--- src/rtl/kpq_pkg.sv ---
// ---------------------------------------------------------------------------
// Key press qualifier package
// Phase codes, register map and fixed field widths.
// ---------------------------------------------------------------------------
package kpq_pkg;

  localparam int unsigned PHASE_BITS     = 3;
  localparam int unsigned CFG_ADDR_BITS  = 3;
  localparam int unsigned CFG_DATA_BITS  = 32;
  localparam int unsigned REG_KEY_BITS   = 8;
  localparam int unsigned REG_TICK_BITS  = 16;
  localparam int unsigned EVENT_KEY_BITS = 8;

  // Phase codes.
  localparam logic [PHASE_BITS-1:0] PH_IDLE       = 3'd0;
  localparam logic [PHASE_BITS-1:0] PH_WAIT       = 3'd1;
  localparam logic [PHASE_BITS-1:0] PH_PRESSED    = 3'd2;
  localparam logic [PHASE_BITS-1:0] PH_SHORT      = 3'd3;
  localparam logic [PHASE_BITS-1:0] PH_SHORTWAIT  = 3'd4;
  localparam logic [PHASE_BITS-1:0] PH_LONG       = 3'd5;
  localparam logic [PHASE_BITS-1:0] PH_REPEATWAIT = 3'd6;

  // Register indexes.
  localparam logic [CFG_ADDR_BITS-1:0] REG_NO_KEY       = 3'd0;
  localparam logic [CFG_ADDR_BITS-1:0] REG_DEBOUNCE     = 3'd1;
  localparam logic [CFG_ADDR_BITS-1:0] REG_LONG_PRESS   = 3'd2;
  localparam logic [CFG_ADDR_BITS-1:0] REG_REPEAT       = 3'd3;
  localparam logic [CFG_ADDR_BITS-1:0] REG_RELEASE_WAIT = 3'd4;

  // Register reset values.
  localparam logic [REG_KEY_BITS-1:0]  RST_NO_KEY       = 8'd0;
  localparam logic [REG_TICK_BITS-1:0] RST_DEBOUNCE     = 16'd20;
  localparam logic [REG_TICK_BITS-1:0] RST_LONG_PRESS   = 16'd500;
  localparam logic [REG_TICK_BITS-1:0] RST_REPEAT       = 16'd80;
  localparam logic [REG_TICK_BITS-1:0] RST_RELEASE_WAIT = 16'd20;

endpackage

--- src/rtl/kpq_if.sv ---
// ---------------------------------------------------------------------------
// Key press qualifier channels
// Valid/ready channels for samples, results and register writes.
// ---------------------------------------------------------------------------
interface kpq_in_if #(
  parameter int unsigned KEY_BITS = 8
);
  logic                valid;
  logic                ready;
  logic [KEY_BITS-1:0] key_sample;

  modport source (output valid, output key_sample, input ready);
  modport sink   (input valid, input key_sample, output ready);
endinterface

interface kpq_out_if;
  logic                                 valid;
  logic                                 ready;
  logic                                 press_event;
  logic                                 press_kind;
  logic [kpq_pkg::EVENT_KEY_BITS-1:0]   event_key;
  logic [kpq_pkg::PHASE_BITS-1:0]       phase_now;

  modport source (output valid, output press_event, output press_kind,
                  output event_key, output phase_now, input ready);
  modport sink   (input valid, input press_event, input press_kind,
                  input event_key, input phase_now, output ready);
endinterface

interface kpq_cfg_if;
  logic                                valid;
  logic                                ready;
  logic [kpq_pkg::CFG_ADDR_BITS-1:0]   addr;
  logic [kpq_pkg::CFG_DATA_BITS-1:0]   data;

  modport source (output valid, output addr, output data, input ready);
  modport sink   (input valid, input addr, input data, output ready);
endinterface

--- src/rtl/key_press_qualifier.sv ---
// ---------------------------------------------------------------------------
// Key press qualifier
// Debounces a sampled key code and reports short, long and repeated presses.
// ---------------------------------------------------------------------------
// Each item on in_i is one timer tick carrying the sampled key code, and each
// item gives exactly one result on res_o: an event flag, its kind (short or
// long/repeat), the key of the event and the phase after the tick. The block
// takes one item per clock cycle while the consumer keeps ready high; an item
// is captured in an input register and its result moves into the result
// register when that register is empty or being drained, so the throughput
// is set only by the consumer's ready. The phase machine, the countdown timer
// and the latched key are updated when an item moves from the input register
// into the result register. Registers are written through cfg_i, which is
// always ready: 0 no-key code, 1 debounce ticks, 2 long-press ticks, 3 repeat
// ticks and 4 short-press release lockout; other indexes are ignored. Write
// them only while no item is in flight.
// ---------------------------------------------------------------------------
module key_press_qualifier #(
  parameter int unsigned KEY_BITS  = 8,
  parameter int unsigned TICK_BITS = 16
) (
  input  logic          clk_i,
  input  logic          rst_ni,
  kpq_in_if.sink        in_i,
  kpq_out_if.source     res_o,
  kpq_cfg_if.sink       cfg_i
);

  localparam int unsigned PB = kpq_pkg::PHASE_BITS;
  localparam int unsigned RK = kpq_pkg::REG_KEY_BITS;
  localparam int unsigned RT = kpq_pkg::REG_TICK_BITS;
  localparam int unsigned EK = kpq_pkg::EVENT_KEY_BITS;

  // Configuration registers.
  logic [RK-1:0] no_key_q;
  logic [RT-1:0] debounce_q;
  logic [RT-1:0] long_press_q;
  logic [RT-1:0] repeat_q;
  logic [RT-1:0] release_wait_q;

  assign cfg_i.ready = 1'b1;

  always_ff @(posedge clk_i or negedge rst_ni) begin
    if (!rst_ni) begin
      no_key_q       <= kpq_pkg::RST_NO_KEY;
      debounce_q     <= kpq_pkg::RST_DEBOUNCE;
      long_press_q   <= kpq_pkg::RST_LONG_PRESS;
      repeat_q       <= kpq_pkg::RST_REPEAT;
      release_wait_q <= kpq_pkg::RST_RELEASE_WAIT;
    end else if (cfg_i.valid) begin
      unique case (cfg_i.addr)
        kpq_pkg::REG_NO_KEY:       no_key_q       <= cfg_i.data[RK-1:0];
        kpq_pkg::REG_DEBOUNCE:     debounce_q     <= cfg_i.data[RT-1:0];
        kpq_pkg::REG_LONG_PRESS:   long_press_q   <= cfg_i.data[RT-1:0];
        kpq_pkg::REG_REPEAT:       repeat_q       <= cfg_i.data[RT-1:0];
        kpq_pkg::REG_RELEASE_WAIT: release_wait_q <= cfg_i.data[RT-1:0];
        default: ;
      endcase
    end
  end

  // Register values resized to the key and timer widths of this instance.
  logic [KEY_BITS+RK-1:0]  no_key_ext;
  logic [TICK_BITS+RT-1:0] debounce_ext;
  logic [TICK_BITS+RT-1:0] long_press_ext;
  logic [TICK_BITS+RT-1:0] repeat_ext;
  logic [TICK_BITS+RT-1:0] release_wait_ext;
  logic [KEY_BITS-1:0]     no_key;

  assign no_key_ext       = {{KEY_BITS{1'b0}}, no_key_q};
  assign debounce_ext     = {{TICK_BITS{1'b0}}, debounce_q};
  assign long_press_ext   = {{TICK_BITS{1'b0}}, long_press_q};
  assign repeat_ext       = {{TICK_BITS{1'b0}}, repeat_q};
  assign release_wait_ext = {{TICK_BITS{1'b0}}, release_wait_q};
  assign no_key           = no_key_ext[KEY_BITS-1:0];

  // Input register and handshake. The result register frees up when it is
  // empty or being drained; the input register moves forward at that time.
  logic                s1_valid_q;
  logic [KEY_BITS-1:0] s1_key_q;
  logic                res_valid_q;
  logic                out_free;
  logic                step;

  assign out_free   = !res_valid_q || res_o.ready;
  assign step       = s1_valid_q && out_free;
  assign in_i.ready = !s1_valid_q || out_free;

  always_ff @(posedge clk_i or negedge rst_ni) begin
    if (!rst_ni) begin
      s1_valid_q <= 1'b0;
    end else if (in_i.ready) begin
      s1_valid_q <= in_i.valid;
    end
  end

  always_ff @(posedge clk_i) begin
    if (in_i.valid && in_i.ready) begin
      s1_key_q <= in_i.key_sample;
    end
  end

  // Phase machine state.
  logic [PB-1:0]        phase_q, phase_d;
  logic [TICK_BITS-1:0] cnt_q, cnt_d;
  logic                 run_q, run_d;
  logic [KEY_BITS-1:0]  held_q, held_d;

  logic [TICK_BITS-1:0] cnt_dec;
  logic                 down;
  logic                 expired;
  logic [KEY_BITS-1:0]  ev_key;

  always_comb begin
    down = s1_key_q != no_key;

    // The timer counts down first; it expires when running and at zero.
    cnt_dec = cnt_q;
    if (run_q && (cnt_q != '0)) begin
      cnt_dec = cnt_q - {{(TICK_BITS-1){1'b0}}, 1'b1};
    end
    expired = run_q && (cnt_dec == '0);

    held_d = held_q;
    if ((phase_q == kpq_pkg::PH_IDLE) && down) begin
      held_d = s1_key_q;
    end

    phase_d = phase_q;
    cnt_d   = cnt_dec;
    run_d   = run_q;
    ev_key  = s1_key_q;

    unique case (phase_q)
      kpq_pkg::PH_IDLE: begin
        if (down) begin
          cnt_d   = debounce_ext[TICK_BITS-1:0];
          run_d   = 1'b1;
          phase_d = kpq_pkg::PH_WAIT;
        end
      end
      kpq_pkg::PH_WAIT: begin
        if (expired) begin
          run_d = 1'b0;
          if (down) begin
            cnt_d   = long_press_ext[TICK_BITS-1:0];
            run_d   = 1'b1;
            phase_d = kpq_pkg::PH_PRESSED;
          end else begin
            phase_d = kpq_pkg::PH_IDLE;
          end
        end
      end
      kpq_pkg::PH_PRESSED: begin
        if (expired) begin
          run_d   = 1'b0;
          phase_d = kpq_pkg::PH_LONG;
        end else if (!down) begin
          ev_key  = held_d;
          phase_d = kpq_pkg::PH_SHORT;
        end
      end
      kpq_pkg::PH_SHORT: begin
        cnt_d   = release_wait_ext[TICK_BITS-1:0];
        run_d   = 1'b1;
        phase_d = kpq_pkg::PH_SHORTWAIT;
      end
      kpq_pkg::PH_SHORTWAIT: begin
        if (expired) begin
          run_d   = 1'b0;
          phase_d = kpq_pkg::PH_IDLE;
        end
      end
      kpq_pkg::PH_LONG: begin
        cnt_d   = repeat_ext[TICK_BITS-1:0];
        run_d   = 1'b1;
        phase_d = kpq_pkg::PH_REPEATWAIT;
      end
      kpq_pkg::PH_REPEATWAIT: begin
        if (expired) begin
          run_d   = 1'b0;
          ev_key  = held_d;
          phase_d = kpq_pkg::PH_LONG;
        end else if (!down) begin
          phase_d = kpq_pkg::PH_IDLE;
        end
      end
      default: begin
        // The unused code falls back to idle without an event.
        phase_d = kpq_pkg::PH_IDLE;
      end
    endcase
  end

  always_ff @(posedge clk_i or negedge rst_ni) begin
    if (!rst_ni) begin
      phase_q <= kpq_pkg::PH_IDLE;
      cnt_q   <= '0;
      run_q   <= 1'b0;
      held_q  <= '0;
    end else if (step) begin
      phase_q <= phase_d;
      cnt_q   <= cnt_d;
      run_q   <= run_d;
      held_q  <= held_d;
    end
  end

  // Result register.
  logic                fire;
  logic [KEY_BITS+EK-1:0] ev_key_ext;
  logic                event_q;
  logic                kind_q;
  logic [EK-1:0]       event_key_q;
  logic [PB-1:0]       phase_now_q;

  assign fire       = (phase_d == kpq_pkg::PH_SHORT) || (phase_d == kpq_pkg::PH_LONG);
  assign ev_key_ext = {{EK{1'b0}}, ev_key};

  always_ff @(posedge clk_i or negedge rst_ni) begin
    if (!rst_ni) begin
      res_valid_q <= 1'b0;
    end else if (out_free) begin
      res_valid_q <= s1_valid_q;
    end
  end

  always_ff @(posedge clk_i) begin
    if (step) begin
      event_q     <= fire;
      kind_q      <= phase_d == kpq_pkg::PH_LONG;
      event_key_q <= fire ? ev_key_ext[EK-1:0] : '0;
      phase_now_q <= phase_d;
    end
  end

  assign res_o.valid       = res_valid_q;
  assign res_o.press_event = event_q;
  assign res_o.press_kind  = kind_q;
  assign res_o.event_key   = event_key_q;
  assign res_o.phase_now   = phase_now_q;

endmodule

--- src/flat_wrapper.sv ---
// flat-port wrapper written by rule: the top's interface ports become plain ports
module key_press_qualifier_flat 
#(
  parameter int unsigned KEY_BITS  = 8,
  parameter int unsigned TICK_BITS = 16
)
  (clk_i, rst_ni, in_i_valid, in_i_key_sample, in_i_ready, res_o_valid, res_o_press_event, res_o_press_kind, res_o_event_key, res_o_phase_now, res_o_ready, cfg_i_valid, cfg_i_addr, cfg_i_data, cfg_i_ready);
  kpq_in_if #(.KEY_BITS(KEY_BITS)) in_i_i ();
  kpq_out_if res_o_i ();
  kpq_cfg_if cfg_i_i ();
  input  logic clk_i;
  input  logic rst_ni;
  input wire logic [$bits(in_i_i.valid)-1:0] in_i_valid;
  input wire logic [$bits(in_i_i.key_sample)-1:0] in_i_key_sample;
  output wire logic [$bits(in_i_i.ready)-1:0] in_i_ready;
  output wire logic [$bits(res_o_i.valid)-1:0] res_o_valid;
  output wire logic [$bits(res_o_i.press_event)-1:0] res_o_press_event;
  output wire logic [$bits(res_o_i.press_kind)-1:0] res_o_press_kind;
  output wire logic [$bits(res_o_i.event_key)-1:0] res_o_event_key;
  output wire logic [$bits(res_o_i.phase_now)-1:0] res_o_phase_now;
  input wire logic [$bits(res_o_i.ready)-1:0] res_o_ready;
  input wire logic [$bits(cfg_i_i.valid)-1:0] cfg_i_valid;
  input wire logic [$bits(cfg_i_i.addr)-1:0] cfg_i_addr;
  input wire logic [$bits(cfg_i_i.data)-1:0] cfg_i_data;
  output wire logic [$bits(cfg_i_i.ready)-1:0] cfg_i_ready;
  assign in_i_i.valid = in_i_valid;
  assign in_i_i.key_sample = in_i_key_sample;
  assign in_i_ready = in_i_i.ready;
  assign res_o_valid = res_o_i.valid;
  assign res_o_press_event = res_o_i.press_event;
  assign res_o_press_kind = res_o_i.press_kind;
  assign res_o_event_key = res_o_i.event_key;
  assign res_o_phase_now = res_o_i.phase_now;
  assign res_o_i.ready = res_o_ready;
  assign cfg_i_i.valid = cfg_i_valid;
  assign cfg_i_i.addr = cfg_i_addr;
  assign cfg_i_i.data = cfg_i_data;
  assign cfg_i_ready = cfg_i_i.ready;
  key_press_qualifier #(.KEY_BITS(KEY_BITS), .TICK_BITS(TICK_BITS)) u_core (.clk_i(clk_i), .rst_ni(rst_ni), .in_i(in_i_i), .res_o(res_o_i), .cfg_i(cfg_i_i));
endmodule
--- config.mk ---
export PLATFORM = sky130hd
export DESIGN_NAME = key_press_qualifier_flat
export DESIGN_NICKNAME = d
export VERILOG_FILES = /design/src/rtl/kpq_pkg.sv /design/src/rtl/kpq_if.sv /design/src/rtl/key_press_qualifier.sv /design/src/flat_wrapper.sv
export SDC_FILE = /design/constraint.sdc
export NUM_CORES = 1
export LEC_CHECK = 0
export ABC_AREA = 1
export ABC_CLOCK_PERIOD_IN_PS = 3600
export BUFFER_PORTS_ARGS = -buffer_cell sky130_fd_sc_hd__buf_2
export CAP_MARGIN = 0
export CORE_UTILIZATION = 35
export DETAILED_ROUTE_END_ITERATION = 7
export GPL_ROUTABILITY_DRIVEN = 1
export MAX_ROUTING_LAYER = met4
export PLACE_DENSITY_LB_ADDON = 0.15
export SETUP_SLACK_MARGIN = 0.3
export SYNTH_ARGS = -nofsm -noshare
export SYNTH_HDL_FRONTEND = slang
export SYNTH_SLANG_ARGS = --single-unit
export TNS_END_PERCENT = 50
--- constraint.sdc ---
create_clock -name clk_i -period 3.6 [get_ports clk_i]
set_input_delay 0.72 -clock clk_i [delete_from_list [all_inputs] [get_ports clk_i]]
set_output_delay 0.72 -clock clk_i [all_outputs]
set_load 0.02 [all_outputs]
==> Implementation_results.wiki, run 1 <==
{| class="wikitable"
! Metric !! Value
|-
| Die Y-Extent || 142 um
|-
| Area of the core || 0.0190 sq mm
|-
| Slew at the pin closest to its max-slew limit || 1.07 ns
|-
| Layout Cells excl Fill || 1256
|-
| Top FF cell, synth || dfrtp_1
|-
| GRT overflow || 0
|-
| Global routing usage summed across all routing layers || 0.203
|-
| Maximum resistive drop on vdd || 0.425 mV
|-
| Number of synthesized register bits || approximately 120
|-
| Fraction of power consumed by sequential logic || 0.310
|-
| Pre-antenna DRT Iters || 5
|-
| DR DRC count || 0
|-
| Max-cap viol count || 0
|-
| Sinks on the clock net || 123
|-
| Wirelength, routed || 18300 um
|-
| Post-detailed-route count of antenna-violating nets || 0
|-
| Initial antenna violation count || 0
|-
| Setup-violating endpoint count in the final report || 0
|-
| Worst-path fanout max || 13
|-
| Effective utilization at floorplan || 0.363
|-
| Ratio of total power to cell area || 845 mW/mm^2
|-
| Area growth from synthesis to layout || 16.9%
|-
| Latest clock arrival within the worst-skew pair || 0.42 ns
|-
| Aggregate negative setup slack || 0 ns
|-
| Crit. End Element || flip-flop
|-
| Final Wtd Congestion || ~0.84
|-
| Clock buffers created by TritonCTS || 17
|-
| Setup clock skew after layout || 0.00965 ns
|-
| Fraction of post-synthesis cell area in the top cell type by area || 0.327
|-
| Post-synth ARST share || 0.829
|-
| Number of vias in the routed layout || between 6k and 7k
|-
| Instance count of the mapped netlist || 931
|-
| Number of cell instances on the worst register-to-register path || 17
|-
| Maximum number of pins on one net before global-route repair || 57
|-
| Standard-cell row count || 50
|-
| Vias per Instance || 4.78
|-
| Fmax || ~0.33 GHz
|-
| Number of setup buffers added after CTS || 0
|-
| Cell variety after synth || 43
|-
| Port Buffers || between 40 and 50
|-
| Endpoint arrival time on the critical path || 3.24 ns
|-
| Library cell with the highest instance count after synthesis || nand2_1
|-
| Max_slew headroom || 0.287
|-
| Max clock buf depth || 2
|-
| Number of slew-limit violations in the final report || 0
|-
| Wire length of the first global-routing pass || 30500 um
|-
| Gate power share || 0.442
|-
| Result of the run || finished clean
|-
| Internal portion of total power || 3.82 mW
|-
| Worst Hold Class || in -> async
|-
| Cell types with the highest counts after synthesis || nand2_1 (317), o21ai_0 (100), inv_1 (97), dfrtp_1 (90), nor2_1 (89)
|-
| Final worst-path setup slack || 0.540 ns
|-
| Number of nets in the synthesized netlist || 980
|-
| Switching power share of the total || 0.440
|-
| Post-CTS clock slew at the launch and capture registers of the worst setup and hold paths || 0.06 ns
|-
| Post-synthesis cell type with the largest combined area || dfrtp_1
|-
| Die boundary width || between 100 and 150 um
|-
| Final critical-path share of the clock period || 0.850
|-
| Startpoint-to-endpoint class of the critical path || reg -> reg
|-
| Sequential element share of the synthesized area || 0.464
|-
| Clock power share || 0.249
|-
| Starting DRT DRC Count || 593
|-
| RSZ-0062 raised after global routing || no
|-
| Top-level port count || 64
|-
| Time the worst path needs with I/O delays and setup || about 3.1 ns
|-
| H-tree depth || 4
|-
| Area enclosed by the die boundary || roughly 0.020 sq mm
|-
| Total design power || 6.81 mW
|-
| Vias in the first global route || 5578
|-
| Fraction of final layout cells with drive strength greater than 1 || 0.151
|-
| Leakage power figure || 4.01 nW
|-
| CTS tree || done
|-
| Nets@finish || 1032
|-
| Number of warnings reported in the yosys synthesis log || 0
|-
| Register-to-Register Setup Slack || 0.54 ns
|-
| Number of hold violations in the final report || 0
|-
| Required @ worst endpoint || 3.78 ns
|-
| Post-Synthesis Cell Area || about 0.007 sq mm
|-
| CTS root buffer || clkbuf_16
|-
| Startpoint types || flip-flop
|-
| Worst Setup Slack post-DPL || 0.420 ns
|-
| Antenna Diode Count || 0
|-
| Leading post-synthesis cells by cell area || dfrtp_1 (33%), nand2_1 (17%), edfxtp_1 (9.1%)
|-
| Placed Instances || approximately 1.2k
|-
| Average cell area after synthesis || 7.41 sq um
|-
| Post-detailed-route wirelength per cell || between 10 and 15 um
|-
| Switching power of the nets || 2.99 mW
|-
| Placed wire-length estimate || 12600 um
|-
| Count of flip-flops with a built-in enable after synthesis || 21
|}
## path summary, 6_finish.rpt
| kind | start | end |
|---|---|---|
| max in group asynchronous | rst_ni | u_core.repeat_q[4] |
| hold / removal | rst_ni | u_core.debounce_q[14] |
| setup reg to reg | u_core.cnt_q[0] | u_core.res_o.event_key[3] |
| hold reg to reg | u_core.held_q[7] | u_core.held_q[7] |
| setup / recovery | u_core.cnt_q[0] | u_core.res_o.event_key[3] |
| min in group clk_i | in_i_key_sample[1] | u_core.s1_key_q[1] |
## worst max-delay path, stage by stage, from the launching register on
cell and delay, ns:
dfrtp_1 0.40, inv_1 0.12, ha_1 0.26, nand2_4 0.10
nor2_4 0.13, nand2_4 0.11, nand2_4 0.17, inv_4 0.08
nand2_1 0.07, nand2_1 0.16, nor3_4 0.31, nand3_4 0.20
nand2_1 0.27, nand2_1 0.08, nand3_1 0.07, nand2_1 0.05
a21oi_1 0.18, nor2_1 0.06
## layer usage
| layer | share of wire | track usage | routed length, um |
|---|---|---|---|
| met2 | 0.41 | 0.281 | 7540 |
| met1 | 0.54 | 0.304 | 9810 |
| met5 | 0 | - | 0 |
| met3 | 0.042 | 0.0367 | 770 |
| met4 | 0.0084 | 0.0492 | 153 |
## kinds of logic after synthesis
logic type	count (synthesis)	share of synthesized area
AND/OR/NAND/NOR	520	0.325
AO/OA/AOI/OAI	139	0.116
buffers and inverters	136	0.0788
flip-flops	123	0.464
XOR/XNOR	11	0.0140
adder cells (fa/ha/maj)	1	0.00181
other	1	0.000544
## per-stage QoR
step	hold WS [ns]	cell area [sq um]	utilization
detailed placement	0.474	7460	0.392
floorplan	0.424	6890	-
CTS	0.346	8050	0.423
finish	0.332	8060	0.424
global route	0.372	8060	0.424
global placement	0.465	7460	0.392
## cell type report
| class | instances | area (sq um) |
|---|---|---|
| Fill cell | 2027 | 11000 |
| Sequential cell | 123 | 3200 |
| Multi-Input combinational cell | 672 | 3170 |
| Clock buffer | 18 | 450 |
| Timing Repair Buffer | 66 | 395 |
| Inverter | 103 | 389 |
| Tap cell | 260 | 325 |
| Clock inverter | 14 | 135 |
## power groups by stage
stage	registers, mW	logic (mW)	clock network, mW
final	2.11	3.01	1.70
after global routing	2.16	3.43	1.80
after CTS	2.10	3.00	1.73
after detailed placement	2.13	2.99	0
after global placement	2.12	2.97	0
after floorplan	2.10	2.14	0
## timing repair
item,CTS,global route
resized for setup,0,3
hold buffers,0,0
endpoints found under the setup margin,0,16
## state kept, by name, indices dropped and copies added (netlist names), 16 cells and up
register	cells
u_core.long_press_q	16
u_core.release_wait_q	16
u_core.debounce_q	16
u_core.cnt_q	16
u_core.repeat_q	16
## cells in the final DEF (no fill, tap or decap), types with 5 or more instances in the layout
| cell type | n |
|---|---|
| nand3_1 | 66 |
| xor2_1 | 9 |
| nand2_2 | 9 |
| nand2_1 | 316 |
| nand4_1 | 9 |
| buf_4 | 20 |
| a221oi_1 | 10 |
| inv_1 | 97 |
| edfxtp_1 | 21 |
| nand3b_1 | 5 |
| o21ai_0 | 100 |
| nor2_1 | 88 |
| buf_2 | 45 |
| a21oi_2 | 8 |
| dfrtp_1 | 90 |
| clkbuf_16 | 18 |
| dfstp_2 | 12 |
| a21oi_1 | 9 |
| nor3_1 | 5 |
(Power assumes the default switching activity.)
==> run 2, diff against run 1 <==
ABC_AREA = 0   (was 1)
ABC_CLOCK_PERIOD_IN_PS = 3200   (was 3600)
clock period = 3.2 ns   (was 3.6 ns; I/O delays follow)
==> Implementation_results.wiki, run 2 <==
{| class="wikitable"
! Metric !! Value
|-
| Source of the worst register-to-register timing path || u_core.cnt_q[6]
|-
| DR DRC count || 0 (unchanged)
|-
| Multi-input gate area in the final layout || 0.00353 sq mm (+12%)
|-
| Post-detailed-route count of antenna-violating nets || 0 (unchanged)
|-
| Finished Core Util || 0.483 (+0.0597)
|-
| Fraction of post-synthesis cell area in the top cell type by area || 0.344 (+0.0178)
|-
| Slew at the pin closest to its max-slew limit || 0.651 ns (-0.415 ns)
|-
| Wirelength, routed || 20300 um (+11%)
|-
| Ratio of total power to cell area || 518 mW/mm^2 (-39%)
|-
| Sinks on the clock net || 123 (unchanged)
|-
| Area enclosed by the die boundary || 0.0192 sq mm (-5.1%)
|-
| Required @ worst endpoint || 3.51 ns (-0.27 ns)
|-
| Fill cells || 1707 (-16%)
|-
| Critical register-to-register path endpoint || u_core.cnt_q[10]
|-
| Time the worst path needs with I/O delays and setup || 3.21 ns (+0.155 ns)
|-
| Met2 global-route usage || 0.335 (+0.0541)
|-
| Aggregate negative setup slack || -0.0184 ns (-0.0184 ns)
|-
| Clock buffers created by TritonCTS || 17 (unchanged)
|-
| Result of the run || complete, but fails checks
|-
| Post-CTS clock slew at the launch and capture registers of the worst setup and hold paths || 0.06 ns (about the same)
|-
| Crit. End Element || flip-flop
|-
| Pre-antenna DRT Iters || 7 (+2)
|-
| Area of the core || 0.0181 sq mm (-4.6%)
|-
| Placed Instances || 943 (-23%)
|-
| Maximum resistive drop on vdd || 0.450 mV (+5.8%)
|-
| Leakage power figure || 3.54 nW (-12%)
|-
| Global routing usage summed across all routing layers || 0.227 (+0.0232)
|-
| Leading post-synthesis cells by cell area || dfrtp_1 (34%), mux2_2 (14%), edfxtp_1 (9.6%)
|-
| Worst-path fanout max || 8 (-5)
|-
| Number of warnings reported in the yosys synthesis log || 0 (unchanged)
|-
| Count of flip-flops with a built-in enable after synthesis || 21 (unchanged)
|-
| Latest clock arrival within the worst-skew pair || 0.43 ns (about the same)
|-
| Cell variety after synth || 65 (+51%)
|-
| Post-synthesis cell type with the largest combined area || dfrtp_1
|-
| H-tree depth || 4 (unchanged)
|-
| Fmax || 0.311 GHz (-4.8%)
|-
| Vias per Instance || 5.68 (+19%)
|-
| Final Wtd Congestion || 0.928 (+11%)
|-
| Number of slew-limit violations in the final report || 0 (unchanged)
|-
| Number of nets in the synthesized netlist || 675 (-31%)
|-
| Clock power share || 0.435 (+0.186)
|-
| Setup-violating endpoint count in the final report || 2 (+2)
|-
| Placed wire-length estimate || 13800 um (+9.9%)
|-
| Vias in the first global route || 5682 (+1.9%)
|-
| Library cell with the highest instance count after synthesis || dfrtp_1
|-
| Area of all placed cells without fillers || 0.00877 sq mm (+8.9%)
|-
| Final worst-path setup slack || -0.0147 ns (-0.555 ns)
|-
| Post-DP Area || 0.00759 sq mm (+1.7%)
|-
| Post-detailed-route wirelength per cell || 20.4 um (+40%)
|-
| Endpoint arrival time on the critical path || 3.52 ns (+0.28 ns)
|-
| Tightest hold margin || 0.163 ns (-0.169 ns)
|-
| Combinational family with the most area after synthesis || simple AND/OR/NAND/NOR gates
|-
| Switching power of the nets || 1.16 mW (-61%)
|-
| Port Buffers || 46 (unchanged)
|-
| Startpoint-to-endpoint class of the critical path || reg -> reg
|-
| Number of hold violations in the final report || 0 (unchanged)
|-
| Sequential element share of the synthesized area || 0.489 (+0.0253)
|-
| Top FF cell, synth || dfrtp_1
|-
| Met1 track demand over resource in global routing || 0.312 (+0.00863)
|-
| Internal portion of total power || 3.39 mW (-11%)
|-
| Most utilized layer in the global route result || met2
|-
| Worst Hold Class || in -> async
|-
| Initial antenna violation count || 0 (unchanged)
|-
| Max-cap viol count || 0 (unchanged)
|-
| Fraction of final layout cells with drive strength greater than 1 || 0.462 (+0.311)
|-
| Die boundary width || 139 um (-2.6%)
|-
| Antenna Diode Count || 0 (unchanged)
|-
| Failing checks || setup timing
|-
| Setup clock skew after layout || 0.0106 ns (+0.000948 ns)
|-
| Number of cell instances on the worst register-to-register path || 9 (-8)
|-
| Most used cells in the layout excluding fill and tap cells || dfrtp_1 (90), buf_4 (88), mux2_2 (82), buf_2 (45), nand2_1 (35)
|-
| Synth Area in XOR/XNOR || 0.0134 (-0.000577)
|-
| Final critical-path share of the clock period || 1.00 (+0.155)
|-
| Standard-cell row count || 49 (-2.0%)
|-
| Wire length of the first global-routing pass || 32400 um (+5.9%)
|-
| Cell types with the highest counts after synthesis || dfrtp_1 (90), mux2_2 (83), a21oi_1 (46), nand2_1 (37)
|-
| Proportion of synthesized area in mux cells || 0.146 (+0.146)
|-
| Layout Cells excl Fill || 993 (-21%)
|-
| Nets@finish || 800 (-22%)
|-
| Average cell area after synthesis || 10.4 sq um (+41%)
|-
| Top-level port count || 64 (unchanged)
|-
| Post-synth ARST share || 0.829 (unchanged)
|-
| Die Y-Extent || 139 um (-2.6%)
|-
| Gate power share || 0.128 (-0.314)
|-
| CTS tree || done
|-
| Post-CTS Hold Fix Bufs || 0 (unchanged)
|-
| Adder and majority cell fraction of the synthesized area || 0.00191 (+0.0000990)
|-
| Effective utilization at floorplan || 0.360 (-0.00225)
|-
| RSZ-0062 raised after global routing || yes
|-
| Global routing usage on met3 || 0.0432 (+0.00649)
|-
| Switching power share of the total || 0.254 (-0.185)
|-
| Simple logic cell fraction of the synthesized area || 0.161 (-0.164)
|-
| Number of synthesized register bits || 123 (unchanged)
|-
| Fraction of power consumed by sequential logic || 0.437 (+0.127)
|-
| Max_slew headroom || 0.562 (+0.275)
|-
| CTS root buffer || clkbuf_16
|-
| Area growth from synthesis to layout || 34.2%
|-
| Synth Area in Compound Gates || 0.156 (+0.0396)
|-
| Instance count of the mapped netlist || 626 (-33%)
|-
| Max clock buf depth || 2 (unchanged)
|-
| Number of vias in the routed layout || 5638 (-6.1%)
|-
| Starting DRT DRC Count || 405 (-32%)
|-
| Startpoint types || flip-flop
|-
| Most common cell after layout, fill and taps aside || dfrtp_1
|-
| GRT overflow || 0 (unchanged)
|-
| Register-to-Register Setup Slack || -0.01 ns (-0.55 ns)
|-
| Footprint of the flip-flops and latches || 0.00320 sq mm (unchanged)
|-
| Post-Synthesis Cell Area || 0.00654 sq mm (-5.2%)
|-
| Maximum number of pins on one net before global-route repair || 48 (-16%)
|}
==> run 2: changes by cell type after synthesis, moves of 57 or more <==
| cell | change |
|---|---|
| nand2_1 | -280 |
| inv_1 | -91 |
| mux2_2 | +83 |
| o21ai_0 | -65 |
| nor2_1 | -57 |
==> run 2: worst max path at each step <==
stage                             endpoint  cells past startpoint  slack (ns)             from
after CTS                 u_core.cnt_q[13]                      8        0.06  u_core.cnt_q[6]
after floorplan           u_core.cnt_q[10]                     11       -0.03  u_core.cnt_q[3]
final                     u_core.cnt_q[10]                      9       -0.01  u_core.cnt_q[6]
after global placement    u_core.cnt_q[12]                     10       -0.21  u_core.cnt_q[7]
after global routing      u_core.cnt_q[10]                      9       -0.09  u_core.cnt_q[6]
after detailed placement  u_core.cnt_q[12]                     10       -0.24  u_core.cnt_q[7]
==> run 2: power by group through the flow <==
| stage | Clock, mW | Sequential, mW | Combinational, mW |
|---|---|---|---|
| CTS | 2.00 | 1.98 | 0.576 |
| floorplan | 0 | 1.97 | 0.361 |
| finish | 1.98 | 1.99 | 0.583 |
| global placement | 0 | 1.99 | 0.545 |
| global route | 2.08 | 2.01 | 0.641 |
| detailed placement | 0 | 2.00 | 0.560 |
==> run 2: worst max-delay path, stage by stage (launching register included) <==
cell,delay [ns]
dfrtp_1,0.37
or4_4,0.62
buf_6,0.16
o41ai_4,0.36
o31ai_4,0.14
nor4_4,0.38
and2_4,0.24
a21oi_4,0.08
or4b_1,0.52
a32o_1,0.23
==> run 2: what timing repair did <==
action | in CTS | in global routing
gates resized for setup | 39 | 58
setup buffers | 10 | 8
pin swaps | 20 | 31
setup endpoints to repair | 33 | 33
==> run 2: stage by stage <==
stage	worst slack (ns)	power, mW
2_1_floorplan	-0.0349	2.33
3_5_place_dp	-0.236	2.56
4_1_cts	0.0621	4.56
3_3_place_gp	-0.205	2.53
6_report	-0.0147	4.55
5_1_grt	-0.0868	4.73
==> run 2: logic make-up (layout without fill, tap and decap cells) <==
| family | after synthesis | after routing |
|---|---|---|
| multiplexers | 85 | 85 |
| buffers and inverters | 51 | 189 |
| other | 1 | 1 |
| AND/OR/NAND/NOR | 197 | 197 |
| flip-flops | 123 | 123 |
| XOR/XNOR | 10 | 10 |
| adder cells (fa/ha/maj) | 1 | 1 |
| AO/OA/AOI/OAI | 158 | 158 |
==> run 2: final cells by class <==
class,instances,share of cell area
inverters,6,0.00257
repair buffers,151,0.128
flip-flops and latches,123,0.365
clock inverters,14,0.0194
multi-input cells,452,0.403
well taps,229,0.0327
clock buffers,18,0.0501
==> run 2: per-layer routing <==
layer	routed length, um	vias to the layer above
met5	0	-
met4	494	0
met3	950	31
met2	9290	153
met1	9520	2854
li1	-	2600
